File: config.mk
export PLATFORM = sky130hd
export DESIGN_NAME = adaptive_slot_admission
export DESIGN_NICKNAME = d
export VERILOG_FILES = /design/src/rtl/core/asa_pkg.sv /design/src/rtl/core/adaptive_slot_admission.sv
export SDC_FILE = /design/constraint.sdc
export NUM_CORES = 1
export LEC_CHECK = 0
export BUFFER_PORTS_ARGS = -buffer_cell sky130_fd_sc_hd__buf_2
export CAP_MARGIN = 5
export CORE_UTILIZATION = 40
export CTS_BUF_LIST = sky130_fd_sc_hd__clkbuf_4 sky130_fd_sc_hd__clkbuf_8
export CTS_CLUSTER_DIAMETER = 80
export CTS_CLUSTER_SIZE = 14
export DETAILED_ROUTE_END_ITERATION = 12
export PLACE_DENSITY = 0.63
export SYNTH_ARGS = -nofsm -noshare
export SYNTH_HDL_FRONTEND = slang
export SYNTH_SLANG_ARGS = --single-unit
File: constraint.sdc
create_clock -name clk -period 22.3 [get_ports clk]
set_clock_uncertainty 0.15 [all_clocks]
set_input_delay 4.46 -clock clk [delete_from_list [all_inputs] [get_ports clk]]
set_output_delay 4.46 -clock clk [all_outputs]
set_load 0.02 [all_outputs]
File: src/rtl/core/asa_pkg.sv
// ----------------------------------------------------------------------------
// asa_pkg
// Shared types and constants for the adaptive slot admission controller.
// ----------------------------------------------------------------------------
package asa_pkg;

    // Pool size and limit widths
    localparam int unsigned MAX_SLOTS   = 256;
    localparam int unsigned SLOT_W      = 9;
    localparam int unsigned TIME_W      = 32;

    // Limit policy constants
    localparam logic [SLOT_W-1:0] STATIC_RESET = 9'd32;
    localparam logic [SLOT_W-1:0] STATIC_MIN   = 9'd8;
    localparam logic [SLOT_W-1:0] STATIC_MAX   = SLOT_W'(MAX_SLOTS);
    localparam logic [SLOT_W-1:0] UNLIMITED    = 9'd511;
    localparam logic [SLOT_W-1:0] DROP_FLOOR   = 9'd16;
    localparam logic [SLOT_W-1:0] DROP_MARGIN  = 9'd4;
    localparam logic [SLOT_W-1:0] RAISE_STEP   = 9'd2;

    // Register widths and reset values
    localparam int unsigned BUDGET_W = 20;
    localparam int unsigned PCT_W    = 7;
    localparam int unsigned IVL_W    = 16;
    localparam int unsigned PROD_W   = BUDGET_W + PCT_W;

    localparam logic [PCT_W-1:0] PCT_MIN   = 7'd10;
    localparam logic [PCT_W-1:0] PCT_MAX   = 7'd100;
    localparam logic [PCT_W-1:0] PCT_RESET = 7'd50;
    localparam logic [IVL_W-1:0] QUIET_RESET = 16'd10000;
    localparam logic [IVL_W-1:0] RAISE_RESET = 16'd3000;
    localparam logic [IVL_W-1:0] DROP_RESET  = 16'd2000;

    // budget*pct/100/128 == (budget*pct >> 9) / 25.
    // Quotient by 25 via reciprocal: (y * 5243) >> 17, exact for y < 43690.
    localparam int unsigned PRE_SHIFT  = 9;
    localparam int unsigned QIN_W      = 13;
    localparam int unsigned DIV_SHIFT  = 17;
    localparam logic [QIN_W-1:0] DIV_MULT  = 13'd5243;
    // Quotient reaches MAX_SLOTS at this y
    localparam logic [QIN_W-1:0] SAT_LEVEL = QIN_W'(MAX_SLOTS * 25);

    // Event kinds
    typedef enum logic [1:0] {
        KIND_ACQUIRE = 2'd0,
        KIND_RELEASE = 2'd1,
        KIND_FAILURE = 2'd2,
        KIND_QUERY   = 2'd3
    } kind_t;

    // Register indexes
    localparam int unsigned ADDR_W = 5;
    typedef enum logic [2:0] {
        REG_BUDGET  = 3'd0,
        REG_PERCENT = 3'd1,
        REG_QUIET   = 3'd2,
        REG_RAISE   = 3'd3,
        REG_DROP    = 3'd4
    } reg_idx_t;

endpackage

File: src/rtl/core/adaptive_slot_admission.sv
// ----------------------------------------------------------------------------
// adaptive_slot_admission
// Admission controller for a pool of decoder slots with a static budget
// limit and a dynamic limit that backs off after failures.
//
//   channel  | dir | beat contents
//   ---------+-----+----------------------------------------------------
//   s_*      | in  | tuser[1:0] kind, tdata[31:0] now_ms
//   m_*      | out | tdata[0] granted, [9:1] in_use, [18:10] effective_limit
//   apb      | cfg | 5 registers at byte address 4*i, 32-bit data
//
// One beat per cycle sustained while m_tready holds high; a beat enters
// the input register, the whole event is resolved in the cycle it moves
// to the result register, which drives the result beat.
// A held result stalls the input register, which in turn drops s_tready.
// With a nonzero budget, a budget or percent write recomputes the static limit from a registered product.
// Reset is asynchronous, active low.
// ----------------------------------------------------------------------------
module adaptive_slot_admission (
    input  logic                          clk,
    input  logic                          rst_n,
    // input stream
    input  logic                          s_tvalid,
    output logic                          s_tready,
    input  logic [31:0]                   s_tdata,   // [31:0] now_ms
    input  logic [1:0]                    s_tuser,   // [1:0] kind
    // result stream
    output logic                          m_tvalid,
    input  logic                          m_tready,
    output logic [23:0]                   m_tdata,   // [0] granted, [9:1] in_use,
                                                     // [18:10] effective_limit
    // configuration
    input  logic                          psel,
    input  logic                          penable,
    input  logic                          pwrite,
    input  logic [asa_pkg::ADDR_W-1:0]    paddr,
    input  logic [31:0]                   pwdata,
    output logic [31:0]                   prdata,
    output logic                          pready
);
    import asa_pkg::*;

    // Configuration registers
    logic [BUDGET_W-1:0] budget_reg;
    logic [PCT_W-1:0]    pct_reg;
    logic [IVL_W-1:0]    quiet_reg;
    logic [IVL_W-1:0]    raise_ivl_reg;
    logic [IVL_W-1:0]    drop_ivl_reg;
    logic [PROD_W-1:0]   prod_reg;
    logic                recalc_reg;

    // Event state
    logic [SLOT_W-1:0]   held_reg,    held_next;
    logic [SLOT_W-1:0]   static_reg,  static_next;
    logic [SLOT_W-1:0]   dyn_reg,     dyn_next;
    logic [TIME_W-1:0]   fail_t_reg,  fail_t_next;
    logic [TIME_W-1:0]   raise_t_reg, raise_t_next;
    logic [TIME_W-1:0]   drop_t_reg,  drop_t_next;

    // Pipeline registers
    logic                in_valid_reg;
    kind_t               in_kind_reg;
    logic [TIME_W-1:0]   in_now_reg;
    logic                out_valid_reg;
    logic                out_grant_reg, out_grant_next;
    logic [SLOT_W-1:0]   out_use_reg;
    logic [SLOT_W-1:0]   out_lim_reg,  out_lim_next;

    logic                advance;
    logic                cfg_wr;
    reg_idx_t            cfg_idx;
    logic [PCT_W-1:0]    pct_sat;
    logic [BUDGET_W-1:0] budget_new;
    logic [PCT_W-1:0]    pct_new;
    logic [QIN_W-1:0]    q_in;
    logic [2*QIN_W-1:0]  q_prod;
    logic [SLOT_W-1:0]   q_val;
    logic                q_big;

    // Handshake
    assign advance  = !out_valid_reg || m_tready;
    assign s_tready = !in_valid_reg || advance;
    assign m_tvalid = out_valid_reg;
    assign m_tdata  = {5'd0, out_lim_reg, out_use_reg, out_grant_reg};
    assign pready   = 1'b1;

    // Register decode
    assign cfg_wr  = psel && penable && pwrite;
    assign cfg_idx = reg_idx_t'(paddr[4:2]);

    always_comb
    begin
        if (pwdata[6:0] < PCT_MIN)
            pct_sat = PCT_MIN;
        else if (pwdata[6:0] > PCT_MAX)
            pct_sat = PCT_MAX;
        else
            pct_sat = pwdata[6:0];
        budget_new = (cfg_idx == REG_BUDGET)  ? pwdata[BUDGET_W-1:0] : budget_reg;
        pct_new    = (cfg_idx == REG_PERCENT) ? pct_sat : pct_reg;
    end

    // Read mux
    always_comb
    begin
        case (cfg_idx)
            REG_BUDGET:  prdata = {12'd0, budget_reg};
            REG_PERCENT: prdata = {25'd0, pct_reg};
            REG_QUIET:   prdata = {16'd0, quiet_reg};
            REG_RAISE:   prdata = {16'd0, raise_ivl_reg};
            REG_DROP:    prdata = {16'd0, drop_ivl_reg};
            default:     prdata = 32'd0;
        endcase
    end

    // Configuration write, product registered for the limit recompute
    always_ff @(posedge clk or negedge rst_n)
    begin
        if (!rst_n)
        begin
            budget_reg    <= '0;
            pct_reg       <= PCT_RESET;
            quiet_reg     <= QUIET_RESET;
            raise_ivl_reg <= RAISE_RESET;
            drop_ivl_reg  <= DROP_RESET;
            recalc_reg    <= 1'b0;
        end
        else
        begin
            recalc_reg <= 1'b0;
            if (cfg_wr)
            begin
                case (cfg_idx)
                    REG_BUDGET:  budget_reg    <= budget_new;
                    REG_PERCENT: pct_reg       <= pct_new;
                    REG_QUIET:   quiet_reg     <= pwdata[IVL_W-1:0];
                    REG_RAISE:   raise_ivl_reg <= pwdata[IVL_W-1:0];
                    REG_DROP:    drop_ivl_reg  <= pwdata[IVL_W-1:0];
                    default:     ;
                endcase
                recalc_reg <= ((cfg_idx == REG_BUDGET) || (cfg_idx == REG_PERCENT))
                              && (budget_new != '0);
            end
        end
    end

    always_ff @(posedge clk)
    begin
        prod_reg <= PROD_W'(budget_new) * PROD_W'(pct_new);
    end

    // Static limit: product / 12800 clamped to STATIC_MIN..MAX_SLOTS
    always_comb
    begin
        q_in   = prod_reg[PRE_SHIFT+QIN_W-1:PRE_SHIFT];
        q_big  = (|prod_reg[PROD_W-1:PRE_SHIFT+QIN_W]) || (q_in >= SAT_LEVEL);
        q_prod = (2*QIN_W)'(q_in) * (2*QIN_W)'(DIV_MULT);
        q_val  = q_prod[DIV_SHIFT+SLOT_W-1:DIV_SHIFT];
        if (!recalc_reg)
            static_next = static_reg;
        else if (q_big)
            static_next = STATIC_MAX;
        else if (q_val < STATIC_MIN)
            static_next = STATIC_MIN;
        else
            static_next = q_val;
    end

    // Event resolution
    always_comb
    begin
        logic [SLOT_W-1:0] dyn_t;
        logic [SLOT_W-1:0] eff_t;
        logic [SLOT_W-1:0] target;
        logic              quiet_ok;
        logic              raise_ok;
        logic              drop_ok;

        held_next      = held_reg;
        dyn_next       = dyn_reg;
        fail_t_next    = fail_t_reg;
        raise_t_next   = raise_t_reg;
        drop_t_next    = drop_t_reg;
        out_grant_next = 1'b0;

        quiet_ok = (in_now_reg - fail_t_reg)  >= TIME_W'(quiet_reg);
        raise_ok = (in_now_reg - raise_t_reg) >= TIME_W'(raise_ivl_reg);
        drop_ok  = (in_now_reg - drop_t_reg)  >= TIME_W'(drop_ivl_reg);
        target   = (held_reg > DROP_MARGIN) ? (held_reg - DROP_MARGIN) : '0;
        if (target < DROP_FLOOR)
            target = DROP_FLOOR;

        // raise attempt ahead of the acquire
        dyn_t = dyn_reg;
        if ((in_kind_reg == KIND_ACQUIRE) && (dyn_reg < static_reg) && quiet_ok && raise_ok)
            dyn_t = dyn_reg + RAISE_STEP;
        eff_t = (static_reg < dyn_t) ? static_reg : dyn_t;

        case (in_kind_reg)
            KIND_ACQUIRE:
            begin
                if (dyn_t != dyn_reg)
                    raise_t_next = in_now_reg;
                dyn_next = dyn_t;
                if (held_reg < eff_t)
                begin
                    held_next      = held_reg + 9'd1;
                    out_grant_next = 1'b1;
                end
            end
            KIND_RELEASE:
            begin
                if (held_reg != '0)
                    held_next = held_reg - 9'd1;
            end
            KIND_FAILURE:
            begin
                fail_t_next = in_now_reg;
                if (drop_ok)
                begin
                    drop_t_next = in_now_reg;
                    if (target < dyn_reg)
                        dyn_next = target;
                end
            end
            default: ;
        endcase

        out_lim_next = (static_reg < dyn_next) ? static_reg : dyn_next;
    end

    // Control and state registers
    always_ff @(posedge clk or negedge rst_n)
    begin
        if (!rst_n)
        begin
            in_valid_reg  <= 1'b0;
            out_valid_reg <= 1'b0;
            held_reg      <= '0;
            static_reg    <= STATIC_RESET;
            dyn_reg       <= UNLIMITED;
            fail_t_reg    <= '0;
            raise_t_reg   <= '0;
            drop_t_reg    <= '0;
        end
        else
        begin
            static_reg <= static_next;
            if (s_tready)
                in_valid_reg <= s_tvalid;
            if (advance)
                out_valid_reg <= in_valid_reg;
            if (advance && in_valid_reg)
            begin
                held_reg    <= held_next;
                dyn_reg     <= dyn_next;
                fail_t_reg  <= fail_t_next;
                raise_t_reg <= raise_t_next;
                drop_t_reg  <= drop_t_next;
            end
        end
    end

    // Payload registers
    always_ff @(posedge clk)
    begin
        if (s_tready && s_tvalid)
        begin
            in_kind_reg <= kind_t'(s_tuser);
            in_now_reg  <= s_tdata;
        end
        if (advance && in_valid_reg)
        begin
            out_grant_reg <= out_grant_next;
            out_use_reg   <= held_next;
            out_lim_reg   <= out_lim_next;
        end
    end

endmodule

==> results.cfg <==
[global_route]
grt_pass1_wl_mm = 112
grt_pass1_vias = 21323
gr-total-overflow = 0
antenna_found_initial = 2
track_usage_pct = 20.3
grt_max_degree = 90

[pwr]
p_per_area_nw_per_um2 = 101
leakage_uw = 0.0138
vdd_drop_max_mv = 0.0691

[routing]
wl_per_cell_um = 17.1
avgViaCountPerCell = 5.43
postRouteAntennaNets = 0
drt-total-wl_mm = 68.5
first_pass_iters = 6
drc = 0
num_vias = 21726
drt_iter0_markers = 1248

[sta]
rsz0062_at_grt = no
setup_viol = 0
final_max_slew_viol_count = 0
finalCritPeriodShare_pct = 52.1
min_period_ns = 11.62
finalHoldViolCount = 0
fmax_ghz = 0.0861
fin_setup_tns_ns = 0
hold_ws_ns = 0.350
slew_headroom_pct = 29.6
worst_pin_slew_ns = 1.03

[critical_path]
r2r_cells = 43
reg2reg_from = in_now_reg[0]
cp_data_required_time_ns = 22.55
worstSetupPathType = reg2reg
critPathMaxStageDelay_ns = 0.87
crit_arrival_ns = 11.87
end_kind = register
rrSetupSlack_ns = 10.68
cp_max_fo = 13
crit_path_frequent_cell = a21o_1
r2r_end = out_use_reg[8]
start_kind = register
crit_start = in_now_reg[0]
crit_slowest_cell = a2111oi_0

[finish]
fillers = 6657
drive_gt1_share_pct = 10.3
multi_input_area_um2 = 18100
synthToLayoutAreaGrowth_pct = 6.92
final_nets = 3668
layout_common_cells = 391 x inv_1, 358 x nand2_1, 330 x ha_1, 228 x o21ai_0, 174 x a21oi_1
regArea_um2 = 7020
final_common_cell = inv_1

[floorplan]
coreArea_um2 = 66300
die_x_um = 262
io_pins = 137
die_h_um = 262
num_rows = 94
initial_core_util_pct = 40.7
fp.dieArea_um2 = 68600

[placement]
place_hpwl_mm = 54.6
numPortBuffers = 104
routabilityCongestion = 0.914

[clocking]
cts_tree = yes
ctsHoldBuffers = 0
clock_latency_ns = 0.70
ctsHtreeMaxLevel = 1
path_clk_slew_ns = 0.11
cts-resized-gates = 0
cts_buffers = 28
cts_sinks = 272
postCtsSetupBuffers = 0
cts-root-buf = clkbuf_8
clockBufferDepth = 3

[yosys]
synth.yosys.seq_area_share_pct = 26.0
synth_cell_types = 96
muxShareOfSynthArea_pct = 4.85
async_flop_share_pct = 73.9
syn_area_um2 = 27000
ys.flop_type = dfrtp_1
syn_inst = 3073
synth_top_family_by_area = adder cells
synth-simple-area-share_pct = 14.8
ys_seq_elements = 272
yosys_warnings = 0
synth_area_per_cell_um2 = 8.80
synth_compound_area_share_pct = 17.2
synth_edf_count = 53
synth_xor_area_share_pct = 3.27
synth_fa_ha_area_share_pct = 26.2

[hold_path]
min_path_type = reg2reg
worstHoldPathCells = 2
min_from = fail_t_reg[0]
hold_end = fail_t_reg[0]

[status]
status = finished, final reports clean

[flow_run]
cap_violations = 0
[how the worst max path moves through the flow]
stage                                 to  cells after the start  slack, ns
after CTS                 out_use_reg[8]                     43      10.80
after global routing      out_use_reg[8]                     43      10.03
after global placement      prod_reg[26]                     22      10.44
final                     out_use_reg[8]                     43      10.68
after detailed placement    prod_reg[26]                     22      10.42
after floorplan               prdata[16]                      6      11.17
[cells by family (layout without fill, tap and decap cells)]
family                   Yosys count  count (layout)
other                              2              20
buffers and inverters            520             565
AO/OA/AOI/OAI                    734             734
multiplexers                     121             121
XOR/XNOR                         101             101
AND/OR/NAND/NOR                  845             845
adder cells (fa/ha/maj)          478             478
flip-flops                       272             272
[Yosys cell counts (39+ instances only)]
master    number  area (µm²)
a21o_1        69         518
a21oi_1      174         871
clkbuf_1      99         372
dfrtp_1      170        4250
edfxtp_1      53        1590
fa_1         148        2960
ha_1         330        4130
inv_1        391        1470
mux2_2        79         890
mux2i_1       42         420
nand2_1      358        1340
nand3_1       54         270
nand4_1       39         244
nor2_1       158         593
nor3_1        40         200
o21ai_0      229        1150
xnor2_1       63         552
[critical path, delay by kind of cell, from the launching register on]
family                     cells  cell delay (ns)
xor gates and xnor gates       2             0.51
AOI/OAI and AO/OA             22             5.75
muxes                          1             0.40
and+or+nand+nor               10             2.36
DFF                            1             0.44
buffers and inverters          3             0.25
adders and majority gates      5             1.47
[area by class of cell]
type	count	area share, %
multi-input cells	2297	62.5
flip-flops and latches	272	24.3
inverters	392	5.09
well taps	864	3.74
repair buffers	121	2.28
clock buffers	40	1.67
clock inverters	12	0.398
diodes	2	0.0173
[power breakdown]
part / leakage (µW) / switching, µW / internal, µW
clock: 0.000313 / 207 / 148
combinational: 0.0104 / 1080 / 749
sequential: 0.00305 / 99.7 / 650
[routing by layer]
layer,track usage [%],share of wire [%],vias up
met5,0,0,-
met4,4.80,2.2,0
met3,1.94,3.8,83
met2,34.3,47,472
met1,27.8,46,10437
li1,-,-,10734
[metrics by stage]
| stage | instance area [µm²] | worst slack (ns) | util [%] | instances | power (µW) |
|---|---|---|---|---|---|
| global route | 28900 | 10.03 | 43.6 | 4000 | 3240 |
| global placement | 28300 | 10.44 | 42.7 | 3946 | 2550 |
| CTS | 28900 | 10.80 | 43.6 | 3998 | 2950 |
| detailed placement | 28300 | 10.42 | 42.7 | 3946 | 2580 |
| finish | 28900 | 10.68 | 43.6 | 4000 | 2930 |
| floorplan | 27100 | 11.17 | - | 3089 | 2130 |
Note: power is estimated with default switching activity, not from simulation.
